File: config.mk
export PLATFORM = sky130hd
export DESIGN_NAME = fault_table_severity_mode_manager_unit
export DESIGN_NICKNAME = d
export VERILOG_FILES = /design/src/hw/rtl/ftsm_pkg.sv /design/src/hw/rtl/ftsm_ctrl.sv /design/src/hw/rtl/ftsm_datapath.sv /design/src/hw/rtl/fault_table_severity_mode_manager_unit.sv
export VERILOG_INCLUDE_DIRS = /design/src /design/src/hw/rtl
export SDC_FILE = /design/constraint.sdc
export NUM_CORES = 1
export LEC_CHECK = 0
export BUFFER_PORTS_ARGS = -buffer_cell sky130_fd_sc_hd__buf_2
export CAP_MARGIN = 10
export CORE_MARGIN = 3
export CORE_UTILIZATION = 55
export DETAILED_ROUTE_END_ITERATION = 8
export MAX_ROUTING_LAYER = met4
export PLACE_DENSITY = 0.67
export RECOVER_POWER = 100
export SLEW_MARGIN = 25
export SYNTH_ARGS = -nofsm -noshare
export SYNTH_HDL_FRONTEND = slang
export SYNTH_SLANG_ARGS = --single-unit
export TNS_END_PERCENT = 100
File: constraint.sdc
create_clock -name clk -period 5.6 [get_ports clk]
set_clock_uncertainty 0.15 [all_clocks]
set_input_delay 0.28 -clock clk [delete_from_list [all_inputs] [get_ports clk]]
set_output_delay 0.28 -clock clk [all_outputs]
set_load 0.02 [all_outputs]
File: src/hw/rtl/fault_table_severity_mode_manager_unit_macros.svh
// assertion macros for the fault table and mode manager
// used by the datapath, expects clk and rst in the including scope
`ifndef FAULT_TABLE_SEVERITY_MODE_MANAGER_UNIT_MACROS_SVH
`define FAULT_TABLE_SEVERITY_MODE_MANAGER_UNIT_MACROS_SVH

// same-cycle implication
`define FTSM_AST_NOW(lbl, ante, cons, msg) \
  lbl: assert property (@(posedge clk) disable iff (rst) (ante) |-> (cons)) else $error(msg);

// next-cycle implication
`define FTSM_AST_NEXT(lbl, ante, cons, msg) \
  lbl: assert property (@(posedge clk) disable iff (rst) (ante) |=> (cons)) else $error(msg);

`endif

File: src/hw/rtl/ftsm_pkg.sv
// shared types, codes and the mode update rule of the fault table manager
// no dependencies
package ftsm_pkg;

  localparam int NUM_SEV = 5;

  // item operations
  localparam logic [2:0] OP_SET    = 3'd0;
  localparam logic [2:0] OP_CLR    = 3'd1;
  localparam logic [2:0] OP_CLRALL = 3'd2;
  localparam logic [2:0] OP_FORCE  = 3'd3;
  localparam logic [2:0] OP_READ   = 3'd4;

  // result status codes
  localparam logic [2:0] ST_INSERTED = 3'd0;
  localparam logic [2:0] ST_EXISTING = 3'd1;
  localparam logic [2:0] ST_CLEARED  = 3'd2;
  localparam logic [2:0] ST_NOTFOUND = 3'd3;
  localparam logic [2:0] ST_FULL     = 3'd4;
  localparam logic [2:0] ST_DONE     = 3'd5;
  localparam logic [2:0] ST_HINVALID = 3'd6;

  // severities
  localparam logic [2:0] SEV_INFO  = 3'd0;
  localparam logic [2:0] SEV_ERROR = 3'd2;
  localparam logic [2:0] SEV_CRIT  = 3'd3;
  localparam logic [2:0] SEV_FATAL = 3'd4;

  // system modes
  localparam logic [3:0] MODE_INIT      = 4'd0;
  localparam logic [3:0] MODE_PREFLIGHT = 4'd1;
  localparam logic [3:0] MODE_ARMED     = 4'd2;
  localparam logic [3:0] MODE_FLIGHT    = 4'd3;
  localparam logic [3:0] MODE_RECOVERY  = 4'd4;
  localparam logic [3:0] MODE_LANDED    = 4'd5;
  localparam logic [3:0] MODE_ERROR     = 4'd6;
  localparam logic [3:0] MODE_CRITICAL  = 4'd7;
  localparam logic [3:0] MODE_SAFE      = 4'd8;
  localparam logic [3:0] MODE_DEBUG     = 4'd9;

  typedef struct packed {
    logic load;
    logic scan_step;
    logic apply;
    logic hist_chk;
    logic finish;
  } cmd_t;

  typedef struct packed {
    logic scan_last;
    logic out_free;
  } stat_t;

  function automatic logic [3:0] mode_update(input logic [3:0] cur, input logic [2:0] ms);
    logic [3:0] r;
    r = cur;
    if (!(cur inside {MODE_FLIGHT, MODE_RECOVERY, MODE_LANDED, MODE_DEBUG})) begin
      if (ms >= SEV_CRIT) begin
        r = MODE_SAFE;
      end else if (ms == SEV_ERROR) begin
        r = MODE_ERROR;
      end else if (ms == SEV_INFO && (cur inside {MODE_ERROR, MODE_SAFE})) begin
        r = MODE_PREFLIGHT;
      end
    end
    return r;
  endfunction

endpackage

File: src/hw/rtl/ftsm_ctrl.sv
// sequencer of the fault table manager: accept, scan, apply, read, finish
// depends on ftsm_pkg
module ftsm_ctrl (
  input  logic            clk,
  input  logic            rst,
  input  logic            in_valid,
  output logic            in_stall,
  input  logic [2:0]      op,
  input  ftsm_pkg::stat_t stat,
  output ftsm_pkg::cmd_t  cmd
);
  import ftsm_pkg::*;

  typedef enum logic [4:0] {
    S_IDLE  = 5'b00001,
    S_SCAN  = 5'b00010,
    S_APPLY = 5'b00100,
    S_READ  = 5'b01000,
    S_FIN   = 5'b10000
  } state_t;

  state_t state, state_next;
  logic   accept;

  assign in_stall = (state != S_IDLE);
  assign accept   = in_valid && (state == S_IDLE);

  always_comb begin
    state_next = state;
    case (state)
      S_IDLE: begin
        if (accept) begin
          case (op)
            OP_SET, OP_CLR: state_next = S_SCAN;
            OP_READ:        state_next = S_READ;
            default:        state_next = S_APPLY;
          endcase
        end
      end
      S_SCAN: begin
        if (stat.scan_last) state_next = S_APPLY;
      end
      S_APPLY: state_next = S_FIN;
      S_READ:  state_next = S_FIN;
      S_FIN: begin
        if (stat.out_free) state_next = S_IDLE;
      end
      default: state_next = S_IDLE;
    endcase
  end

  always_comb begin
    cmd           = '0;
    cmd.load      = accept;
    cmd.scan_step = (state == S_SCAN);
    cmd.apply     = (state == S_APPLY);
    cmd.hist_chk  = (state == S_READ);
    cmd.finish    = (state == S_FIN) && stat.out_free;
  end

  always_ff @(posedge clk) begin
    if (rst) begin
      state <= S_IDLE;
    end else begin
      state <= state_next;
    end
  end

endmodule

File: src/hw/rtl/ftsm_datapath.sv
// fault slots, severity counters, history ring, system mode and output word register
// depends on ftsm_pkg and the assertion macro header
`include "fault_table_severity_mode_manager_unit_macros.svh"

module ftsm_datapath #(
  parameter int ACTIVE_SLOTS  = 16,
  parameter int HISTORY_DEPTH = 32
) (
  input  logic                                  clk,
  input  logic                                  rst,
  input  ftsm_pkg::cmd_t                        cmd,
  output ftsm_pkg::stat_t                       stat,
  input  logic [2:0]                            mode,
  input  logic [7:0]                            fault_source,
  input  logic [15:0]                           fault_code,
  input  logic [2:0]                            severity,
  input  logic [3:0]                            forced_mode,
  input  logic [4:0]                            history_age,
  output logic                                  out_valid,
  input  logic                                  out_stall,
  output logic [2:0]                            status,
  output logic [3:0]                            system_mode,
  output logic [2:0]                            max_severity,
  output logic [$clog2(ACTIVE_SLOTS+1)-1:0]     active_count,
  output logic                                  hist_valid,
  output logic [7:0]                            hist_source,
  output logic [15:0]                           hist_code,
  output logic [2:0]                            hist_severity
);
  import ftsm_pkg::*;

  localparam int SW   = (ACTIVE_SLOTS > 1) ? $clog2(ACTIVE_SLOTS) : 1;
  localparam int CW   = $clog2(ACTIVE_SLOTS + 1);
  localparam int HW   = $clog2(HISTORY_DEPTH);
  localparam int FW   = $clog2(HISTORY_DEPTH + 1);
  localparam int AW   = ((HW > 5) ? HW : 5) + 2;
  localparam int SUMW = CW + 3;

  // latched item
  logic [2:0]  op_q;
  logic [7:0]  src_q;
  logic [15:0] code_q;
  logic [2:0]  sev_q;
  logic [3:0]  fm_q;
  logic [4:0]  age_q;

  // slot table
  logic [ACTIVE_SLOTS-1:0] slot_used;
  logic [7:0]              slot_src [ACTIVE_SLOTS];
  logic [15:0]             slot_code[ACTIVE_SLOTS];
  logic [2:0]              slot_sev [ACTIVE_SLOTS];

  // scan trackers
  logic [SW-1:0] idx;
  logic          found_q, free_q;
  logic [SW-1:0] found_idx, free_idx;
  logic [2:0]    found_sev;
  logic          hit_now;

  // per-severity population and totals
  logic [CW-1:0]   sev_cnt[NUM_SEV];
  logic [CW-1:0]   active_q;
  logic [2:0]      max_sev;
  logic [SUMW-1:0] cnt_sum;

  // history ring
  logic [26:0]   ring[HISTORY_DEPTH];
  logic [26:0]   rd_data;
  logic [HW-1:0] head;
  logic [FW-1:0] fill;
  logic [AW-1:0] rd_sum, rd_wrap;
  logic [HW-1:0] rd_addr;
  logic          hist_hit;

  logic [3:0] cur_mode, new_mode;
  logic [2:0] st_q;
  logic       upd_q, hv_q;

  logic                do_ins, do_raise, do_clr, do_clrall;
  logic [NUM_SEV-1:0]  inc_vec, dec_vec;
  logic                out_valid_q;

  assign hit_now = slot_used[idx] && (slot_src[idx] == src_q) && (slot_code[idx] == code_q);

  assign stat.scan_last = (idx == SW'(ACTIVE_SLOTS - 1));
  assign stat.out_free  = !out_valid_q || !out_stall;

  // ring index of the event age_q places back from the newest, head stays below the depth
  assign rd_sum   = AW'(head) + AW'(HISTORY_DEPTH - 1) - AW'(age_q);
  assign rd_wrap  = (rd_sum >= AW'(HISTORY_DEPTH)) ? rd_sum - AW'(HISTORY_DEPTH) : rd_sum;
  assign rd_addr  = rd_wrap[HW-1:0];
  assign hist_hit = AW'(age_q) < AW'(fill);

  always_comb begin
    do_ins    = cmd.apply && (op_q == OP_SET) && !found_q && free_q;
    do_raise  = cmd.apply && (op_q == OP_SET) && found_q && (sev_q > found_sev);
    do_clr    = cmd.apply && (op_q == OP_CLR) && found_q;
    do_clrall = cmd.apply && (op_q == OP_CLRALL);
    for (int j = 0; j < NUM_SEV; j++) begin
      inc_vec[j] = (do_ins || do_raise) && (sev_q == 3'(j));
      dec_vec[j] = (do_raise || do_clr) && (found_sev == 3'(j));
    end
  end

  always_comb begin
    max_sev = SEV_INFO;
    cnt_sum = '0;
    for (int j = 0; j < NUM_SEV; j++) begin
      if (sev_cnt[j] != '0) max_sev = 3'(j);
      cnt_sum = cnt_sum + SUMW'(sev_cnt[j]);
    end
  end

  assign new_mode = upd_q ? mode_update(cur_mode, max_sev) : cur_mode;

  // item capture and scan
  always_ff @(posedge clk) begin
    if (cmd.load) begin
      op_q    <= mode;
      src_q   <= fault_source;
      code_q  <= fault_code;
      sev_q   <= (severity > SEV_FATAL) ? SEV_FATAL : severity;
      fm_q    <= forced_mode;
      age_q   <= history_age;
      idx     <= '0;
      found_q <= 1'b0;
      free_q  <= 1'b0;
    end else if (cmd.scan_step) begin
      idx <= idx + SW'(1);
      if (hit_now && !found_q) begin
        found_q   <= 1'b1;
        found_idx <= idx;
        found_sev <= slot_sev[idx];
      end
      if (!slot_used[idx] && !free_q) begin
        free_q   <= 1'b1;
        free_idx <= idx;
      end
    end
  end

  // slot payload
  always_ff @(posedge clk) begin
    if (do_ins) begin
      slot_src[free_idx]  <= src_q;
      slot_code[free_idx] <= code_q;
      slot_sev[free_idx]  <= sev_q;
    end
    if (do_raise) begin
      slot_sev[found_idx] <= sev_q;
    end
  end

  // history ring storage
  always_ff @(posedge clk) begin
    if (do_ins) begin
      ring[head] <= {src_q, code_q, sev_q};
    end
    rd_data <= ring[rd_addr];
  end

  always_ff @(posedge clk) begin
    if (rst) begin
      slot_used <= '0;
      active_q  <= '0;
      head      <= '0;
      fill      <= '0;
      cur_mode  <= MODE_INIT;
      for (int j = 0; j < NUM_SEV; j++) sev_cnt[j] <= '0;
    end else begin
      if (do_clrall) begin
        slot_used <= '0;
        active_q  <= '0;
        for (int j = 0; j < NUM_SEV; j++) sev_cnt[j] <= '0;
      end else begin
        for (int j = 0; j < NUM_SEV; j++) begin
          sev_cnt[j] <= sev_cnt[j] + CW'(inc_vec[j]) - CW'(dec_vec[j]);
        end
        if (do_ins) begin
          slot_used[free_idx] <= 1'b1;
          active_q            <= active_q + CW'(1);
        end else if (do_clr) begin
          slot_used[found_idx] <= 1'b0;
          active_q             <= active_q - CW'(1);
        end
      end
      if (do_ins) begin
        head <= (head == HW'(HISTORY_DEPTH - 1)) ? '0 : head + HW'(1);
        if (fill < FW'(HISTORY_DEPTH)) fill <= fill + FW'(1);
      end
      if (cmd.apply && op_q == OP_FORCE && fm_q <= MODE_DEBUG) begin
        cur_mode <= fm_q;
      end else if (cmd.finish) begin
        cur_mode <= new_mode;
      end
    end
  end

  // outcome of the item, settled before the finish step
  always_ff @(posedge clk) begin
    if (cmd.apply) begin
      hv_q <= 1'b0;
      case (op_q)
        OP_SET: begin
          st_q  <= found_q ? ST_EXISTING : (free_q ? ST_INSERTED : ST_FULL);
          upd_q <= found_q || free_q;
        end
        OP_CLR: begin
          st_q  <= found_q ? ST_CLEARED : ST_NOTFOUND;
          upd_q <= found_q;
        end
        OP_CLRALL: begin
          st_q  <= ST_DONE;
          upd_q <= 1'b1;
        end
        default: begin
          st_q  <= ST_DONE;
          upd_q <= 1'b0;
        end
      endcase
    end else if (cmd.hist_chk) begin
      hv_q  <= hist_hit;
      st_q  <= hist_hit ? ST_DONE : ST_HINVALID;
      upd_q <= 1'b0;
    end
  end

  // output word register
  always_ff @(posedge clk) begin
    if (rst) begin
      out_valid_q <= 1'b0;
    end else if (cmd.finish) begin
      out_valid_q <= 1'b1;
    end else if (!out_stall) begin
      out_valid_q <= 1'b0;
    end
  end

  always_ff @(posedge clk) begin
    if (cmd.finish) begin
      status        <= st_q;
      system_mode   <= new_mode;
      max_severity  <= max_sev;
      active_count  <= active_q;
      hist_valid    <= hv_q;
      hist_source   <= hv_q ? rd_data[26:19] : 8'd0;
      hist_code     <= hv_q ? rd_data[18:3] : 16'd0;
      hist_severity <= hv_q ? rd_data[2:0] : 3'd0;
    end
  end

  assign out_valid = out_valid_q;

  `FTSM_AST_NOW(a_used_matches_count, 1'b1, $countones(slot_used) == int'(active_q), "slot use bits disagree with active count")
  `FTSM_AST_NOW(a_sev_sum, 1'b1, cnt_sum == SUMW'(active_q), "severity counters disagree with active count")
  `FTSM_AST_NOW(a_fill_bound, 1'b1, fill <= FW'(HISTORY_DEPTH), "history fill beyond ring depth")
  `FTSM_AST_NOW(a_hist_status, out_valid_q && hist_valid, status == ST_DONE, "history word with wrong status")
  `FTSM_AST_NEXT(a_finish_loads, cmd.finish, out_valid_q, "finished item did not reach the output")

endmodule

File: src/hw/rtl/fault_table_severity_mode_manager_unit.sv
// top level of the fault table and system mode manager
// depends on ftsm_pkg, ftsm_ctrl and ftsm_datapath
//
// input channel (in_valid / in_stall) carries one item: mode (operation),
// fault_source, fault_code, severity, forced_mode and history_age.
// output channel (out_valid / out_stall) returns one word per item: status,
// system_mode, max_severity, active_count and the history fields.
// a set or clear item scans all ACTIVE_SLOTS slots one per cycle, then passes
// the apply and finish steps; its word is loaded at the finish step and the
// next item is taken once the sequencer is back in idle.
// clear-all, force and a history read (through the registered ring read port)
// skip the scan and go from acceptance to the apply or read step, then finish.
// one item is in work at a time.
// the result word sits in an output register; the next item is accepted while
// it waits, and a stalled receiver only holds the block at the finish step of
// the following item.
// reset empties the fault table, the history ring and the counters and puts
// the system mode in init; the block takes items in the cycle after reset.
module fault_table_severity_mode_manager_unit #(
  parameter int ACTIVE_SLOTS  = 16,
  parameter int HISTORY_DEPTH = 32
) (
  input  logic                              clk,
  input  logic                              rst,
  input  logic                              in_valid,
  output logic                              in_stall,
  input  logic [2:0]                        mode,
  input  logic [7:0]                        fault_source,
  input  logic [15:0]                       fault_code,
  input  logic [2:0]                        severity,
  input  logic [3:0]                        forced_mode,
  input  logic [4:0]                        history_age,
  output logic                              out_valid,
  input  logic                              out_stall,
  output logic [2:0]                        status,
  output logic [3:0]                        system_mode,
  output logic [2:0]                        max_severity,
  output logic [$clog2(ACTIVE_SLOTS+1)-1:0] active_count,
  output logic                              hist_valid,
  output logic [7:0]                        hist_source,
  output logic [15:0]                       hist_code,
  output logic [2:0]                        hist_severity
);
  import ftsm_pkg::*;

  cmd_t  cmd;
  stat_t stat;

  ftsm_ctrl u_ctrl (
    .clk      (clk),
    .rst      (rst),
    .in_valid (in_valid),
    .in_stall (in_stall),
    .op       (mode),
    .stat     (stat),
    .cmd      (cmd)
  );

  ftsm_datapath #(
    .ACTIVE_SLOTS  (ACTIVE_SLOTS),
    .HISTORY_DEPTH (HISTORY_DEPTH)
  ) u_datapath (
    .clk           (clk),
    .rst           (rst),
    .cmd           (cmd),
    .stat          (stat),
    .mode          (mode),
    .fault_source  (fault_source),
    .fault_code    (fault_code),
    .severity      (severity),
    .forced_mode   (forced_mode),
    .history_age   (history_age),
    .out_valid     (out_valid),
    .out_stall     (out_stall),
    .status        (status),
    .system_mode   (system_mode),
    .max_severity  (max_severity),
    .active_count  (active_count),
    .hist_valid    (hist_valid),
    .hist_source   (hist_source),
    .hist_code     (hist_code),
    .hist_severity (hist_severity)
  );

endmodule
==> Word-level counts from Yosys, hierarchy flattened <==
Memory sizes are Yosys's and may differ from the RTL's. A register that Yosys moved wholly into a read port is not among the register bits.
Index checks and enable logic that the tools add are counted.
{ "op_classes": {"n_addsub": 18, "n_lt_le_gt_ge": 12, "n_eq_ne": 34, "mux": 69, "bitwise": 14, "n_reduce_logical": 62} }
{ "op_table": {"columns": ["op", "count"], "rows": [
  ["2-to-1 mux 5 bit", 17],
  ["2-to-1 mux 4 bit", 12],
  ["2-to-1 mux 16 bit", 2],
  ["logical AND 1 bit", 29],
  ["adder 5 x 1 -> 5 bit", 5],
  ["subtractor 5 x 1 -> 5 bit", 5],
  ["2-to-1 mux 1 bit", 22],
  ["== test 3 x 2 -> 1 bit (second input constant)", 7],
  ["one-hot mux 5 bit (4 select lines)", 1],
  ["nonzero test 5 bit", 4],
  ["2-to-1 mux 3 bit", 6],
  ["bitwise AND 16 bit", 1],
  ["== test 16 bit", 1],
  ["inverter 16 bit", 1],
  ["OR 16 bit", 1],
  ["logical NOT 3 bit", 5],
  ["< comparator 4 x 5 -> 1 bit (second input constant)", 3],
  ["== test 3 x 1 -> 1 bit (second input constant)", 4],
  ["== test 4 x 3 -> 1 bit (second input constant)", 3],
  ["== test 4 bit (second input constant)", 3],
  ["adder 5 x 1 -> 5 bit (second input constant)", 2],
  ["== test 5 bit (second input constant)", 2],
  ["OR 1 bit", 10],
  ["subtractor 5 x 1 -> 5 bit (second input constant)", 2],
  ["36 further kinds", 61]
]} }
{ "word_totals": {"reg_bits": 143, "mem_bits_rw": 1321, "inputBits": 43, "output_inout_bits": 45, "word_cells": 243, "mem_count": 5} }
{ "memory_table": {"columns": ["memory", "depth", "width", "rd", "rd_ports_with_merged_regs", "write_ports", "line_no", "source"], "rows": [
  ["u_datapath.ring", 32, 27, 1, 1, 1, "ftsm_datapath.sv:67", "logic [26:0] ring[HISTORY_DEPTH];"],
  ["u_datapath.slot_code", 16, 16, 1, 1, 1, "ftsm_datapath.sv:50", "logic [15:0] slot_code[ACTIVE_SLOTS];"],
  ["u_datapath.slot_src", 16, 8, 1, 1, 1, "ftsm_datapath.sv:49", "logic [7:0] slot_src [ACTIVE_SLOTS];"],
  ["u_datapath.slot_sev", 16, 3, 1, 1, 1, "ftsm_datapath.sv:51", "logic [2:0] slot_sev [ACTIVE_SLOTS];"],
  ["u_datapath.sev_cnt", 5, 5, 5, 0, 5, "ftsm_datapath.sv:61", "logic [CW-1:0] sev_cnt[NUM_SEV];"]
]} }

==> Logic depth before layout (Yosys ltp) <==
An unclocked memory read counts as a cell.
{ "depth": {"depth_word": 15, "mapped_depth": 20, "depth_no_buf": 19} }

==> Hierarchy <==
Synthesis repeated with hierarchy kept, for this count alone.
{ "unflattened": {"hier_cells": 3124, "area_unflattened_um2": 58584.9} }
{ "modules_own_cells": {"columns": ["module", "n_inst", "cells_per_inst", "area_each_um2", "seq_area_each_um2"], "rows": [
  ["ftsm_datapath", 1, 3077, 58214.6, 43932.1],
  ["ftsm_ctrl", 1, 47, 370.4, 100.1]
]} }

==> Worst setup path before layout <==
Ideal clock, no wire load.
{ "synth_path": {"kind": "register to register", "startpoint": "register u_datapath.sev_q[1]", "endpoint": "memory u_datapath.slot_sev[5][0], enable pin", "setup_time_ps": 326, "arrival_ps": 3819, "t_required_ps": 5124, "path_slack_ps": 1304, "path_stages_with_launch": 10, "n_path_buf": 1, "period_less_slack_ps": 4296, "path_cell_list": "edfxtp_1 -> ha_1 -> nor2b_1 -> o21ai_0 -> nand2b_1 -> and3_1 -> buf_2 -> or2_2 -> a21oi_1 -> o21bai_1"} }
{ "synth_between": {"elab_chain_len": 6, "elab_cells_between_ends": 7, "classes_between": "order compare (1); mux (4); reduce/logical (2)"} }
{ "synth_rtl": {"columns": ["item", "line_no", "source"], "rows": [
  ["from (decl)", "ftsm_datapath.sv:43", "logic [2:0] sev_q;"],
  ["from (signal assigned)", "ftsm_datapath.sv:122", "sev_q <= (severity > SEV_FATAL) ? SEV_FATAL : severity;"],
  ["greater-than comparator 3 bit *", "ftsm_datapath.sv:96", "do_raise = cmd.apply && (op_q == OP_SET) && found_q && (sev_q > found_sev);"],
  ["logical AND 1 bit *", "ftsm_datapath.sv:96", null],
  ["2-to-1 mux 1 bit *", "ftsm_datapath.sv:149", "if (do_raise) begin"],
  ["2-to-1 mux 1 bit (implied by the code) *", "ftsm_datapath.sv:150", "slot_sev[found_idx] <= sev_q;"],
  ["OR reduction 3 bit (no line)", null, null],
  ["2-to-1 mux 4 bit (no line) / 2-to-1 mux 1 bit (equally long branches)", null, null],
  ["to (decl)", "ftsm_datapath.sv:51", null]
]} }
Every way passes the cells marked *; elsewhere a longest branch is shown, timed or not.

==> Worst setup path after layout <==
{ "layout_path": {"startpoint": "register u_ctrl.state[4]", "endpoint": "memory u_datapath.ring[27][10], enable pin"} }
{ "layout_between": {"elab_chain_len": 6} }
{ "layout_rtl": {"columns": ["item", "line_no", "source"], "rows": [
  ["from (decl)", "ftsm_ctrl.sv:22", "state_t state, state_next;"],
  ["from (signal assigned)", "ftsm_ctrl.sv:65", "state <= state_next;"],
  ["== test 5 x 3 -> 1 bit", "ftsm_ctrl.sv:56", "cmd.apply = (state == S_APPLY);"],
  ["logical AND 1 bit (3 in series)", "ftsm_datapath.sv:95", "do_ins = cmd.apply && (op_q == OP_SET) && !found_q && free_q;"],
  ["2-to-1 mux 1 bit", "ftsm_datapath.sv:156", "if (do_ins) begin"],
  ["2-to-1 mux 1 bit (implied by the code)", "ftsm_datapath.sv:157", "ring[head] <= {src_q, code_q, sev_q};"],
  ["to (decl)", "ftsm_datapath.sv:67", null]
]} }
Every way passes these cells.

==> impl_results.md <==
* Synth area leader: edfxtp_1
* Largest cells by area after synthesis: edfxtp_1 (73%), mux4_2 (13%), dfxtp_1 (2.7%)
* Power consumption at approximately 24 mW
* IO Count at approximately 90
* Gr usage total at about a quarter
* Clk pin slew, worst setup/hold paths at roughly 0.06 ns
* FP Rows at around 120
* Chip Width at between 300 and 400 µm
* DRT iter0 DRCs at around 3700
* Drt pass-1 iters at 5
* CTS HTree Levels at 4
* Fin nets at approximately 3400
* Max-Cap Viols at 32
* Critical path endpoint category: flop
* Root buf cell: clkbuf_16
* Synth top area share at slightly above 70%
* Max VDD drop at ~0.00028 V
* Sequential share of the synthesized area at about three quarters
* Die area at 110000 µm²
* Final period utilization at 87.0%
* Min Hold Slack at slightly below 0.09 ns
* Flops & latches, synth at between 1000 and 1500
* # fillers at about 7100
* Predominant post-synthesis flop cell: edfxtp_1
* Final std cells w/o fill at roughly 4800
* First-pass GRT wire length at between 200000 and 250000 µm
* Initial Util at ~56%
* Required @ worst endpoint at 5.83 ns
* Grt ovf at 0
* Top cells by count, synth: edfxtp_1 (1413), mux4_2 (326), nand2_1 (303), nand3_1 (151), nor2_1 (127)
* Core Region at approximately 100000 µm²
* Final hold vios at 0
* Power per cell area at 366 nW/µm²
* Post-route cell area at between 60000 and 70000 µm²
* DR vias at 30500
* RePlAce Congestion at 0.847
* DP HPWL at ~81000 µm
* Largest net degree at the start of global routing at 94
* Synth Instances at between 3000 and 4000
* CP Cell Sequence: or3_1, nor4_1, nand3_1, buf_4, inv_1, nand2_1, nor2_4, clkbuf_2
* Post-Place Cells at 4510
* Count leader, synth: edfxtp_1
* Setup Viol. Count Final at 0
* Worst-skew pair later-pin latency at roughly 0.76 ns
* Violated checks: max-capacitance violations, max-slew violations
* Drt total wl at around 140000 µm
* Crit path DAT at roughly 5.1 ns
* Slowest cell on crit path: nor4_1
* Die Height at 332 µm
* Worst slew margin at -108%
* TNS Setup at 0 ns
* CTS tree: yes
* Clock Path Buffers at 3
* Cell area after synthesis at 58300 µm²
* Min-delay worst type: in2reg
* Avg WL per Cell at between 20 and 30 µm
* Placed Area at 61300 µm²
* Drc violations at 0
* RSZ-0062 raised after global routing: false
* CP Launch Type: flop
* Slew @ Worst Pin at 3.12 ns
* Number of distinct library cells after synthesis at 62
* Status: finished, violations left
* Final worst path period need at approximately 4.9 ns
* Synth Warn # at 0
* Sink Count at ~1500
* Syn avg cell area at ~19 µm²
* Maximum cell stage delay along the critical path at roughly 0.72 ns
* Maximum fanout along the worst path at 18
* Initial antenna violation count at 6
* Crit Path Category: reg2reg
* PortBufs at 87
* FFs w/ async S/R, synth at 0%
* Vias in the first global route at between 30000 and 40000
* Routed Antenna Nets at 0
* Layout cells sized above 1 at between 20% and 30%
* Post-synth EDFFs at roughly 1400
* Area added between synthesis and finish at 13.8%
* Clock buffer count from CTS at 150
* Pins Over Slew Limit at 1413
* Pleak at about 21 nW
* Fmax at slightly above 0.2 GHz
* Vias/cell at 6.30
[report_power, final]
| part | switching (mW) | leakage [nW] | internal [mW] |
|---|---|---|---|
| combinational | 1.16 | 5.59 | 0.606 |
| sequential | 0.0879 | 13.4 | 12.6 |
| clock | 4.18 | 2.35 | 5.67 |
[layer usage]
| layer | track usage [%] | up-vias | wire [µm] |
|---|---|---|---|
| met5 | - | - | 0 |
| met1 | 38.5 | 16000 | 57900 |
| met2 | 39.6 | 1527 | 66300 |
| met3 | 4.80 | 195 | 12600 |
| li1 | - | 12700 | - |
| met4 | 6.14 | 0 | 2600 |
[metrics by stage]
stage          utilization, %  setup slack, ns
3_5_place_dp             58.7             1.23
6_report                 63.6            0.726
5_1_grt                  63.6            0.494
3_3_place_gp             58.6             1.32
2_1_floorplan               -             1.30
4_1_cts                  63.8             1.21
[path summary, 6_finish.rpt]
| check | slack [ns] | startpoint | cells after the start | end |
|---|---|---|---|---|
| worst min register to register | 0.28 | u_datapath.st_q[0]$_DFFE_PP_ | 0 | u_datapath.status[0]$_DFFE_PP_ |
| worst max register to register | 0.73 | u_ctrl.state[4]$_SDFFE_PP0P_ | 8 | u_datapath.ring[27][10]$_DFFE_PP_ |
| worst max-delay path | 0.73 | u_ctrl.state[4]$_SDFFE_PP0P_ | 8 | u_datapath.ring[27][10]$_DFFE_PP_ |
| worst min-delay path | 0.09 | history_age[3] | 2 | u_datapath.age_q[3]$_DFFE_PP_ |
[cell usage in the layout (no fill, tap or decap), types with 13 or more instances in the layout]
master,n
xor2_1,35
o221a_2,14
a21oi_1,58
clkbuf_16,150
nor2_4,34
bufinv_16,14
clkinv_2,23
dlygate4sd3_1,45
nor3_1,13
mux2i_1,28
dfxtp_1,76
o21ai_0,45
mux4_2,326
xnor2_1,23
nor2b_1,17
buf_4,32
conb_1,20
nand2_1,303
buf_2,35
nand3_1,151
clkinv_1,30
nor2_1,90
ha_1,44
edfxtp_1,1413
clkbuf_1,123
inv_1,62
clkbuf_2,15
and2_0,27
[final cells by class]
type,instances,area (µm²),area share [%]
diodes,3,7.51,0.0113
clock buffers,187,3930,5.93
clock inverters,88,922,1.39
inverters,64,240,0.362
multi-input cells,1389,13800,20.8
flip-flops and latches,1493,44000,66.4
well taps,1380,1730,2.60
repair buffers,236,1710,2.57
[sequential cells by signal, summed over array words and instances, names as in the netlist, 5 cells and up, named ones only]
| register | cells |
|---|---|
| u_datapath.ring | 864 |
| u_datapath.hist_source | 8 |
| u_datapath.active_count | 5 |
| u_datapath.head | 5 |
| u_datapath.code_q | 16 |
| u_datapath.slot_sev | 48 |
| u_datapath.slot_src | 128 |
| u_datapath.slot_code | 256 |
| u_datapath.fill | 6 |
| u_datapath.hist_code | 16 |
| u_datapath.src_q | 8 |
| u_ctrl.state | 5 |
| u_datapath.rd_data | 27 |
| u_datapath.sev_cnt | 20 |
| u_datapath.active_q | 5 |
| u_datapath.age_q | 5 |
| u_datapath.slot_used | 16 |
[kinds of logic (layout without fill, tap and decap cells)]
group	count (synthesis)	after routing	synth area share (%)
flops	1493	1493	75.5
mux	360	360	13.2
buf+inv	211	575	1.56
xor+xnor	63	63	0.946
fa+ha+maj	51	51	1.17
simple gates	713	713	5.57
compound gates	182	182	2.01
other cells	1	23	0.00643
[repair_timing]
action / 4_1_cts / 5_1_grt
resized for setup: 0 / 0
setup buffers: 0 / 0
setup endpoints to repair: 0 / 0
hold buffers: 45 / 0
endpoints found under the hold margin: 61 / 0
[worst max-delay path, delay by kind of cell, from the launching register on]
kind | cells | cell delay, ns
buf+inv | 3 | 1.41
flops | 1 | 0.33
simple gates | 5 | 2.59
Power figures use the tool's default switching activity.
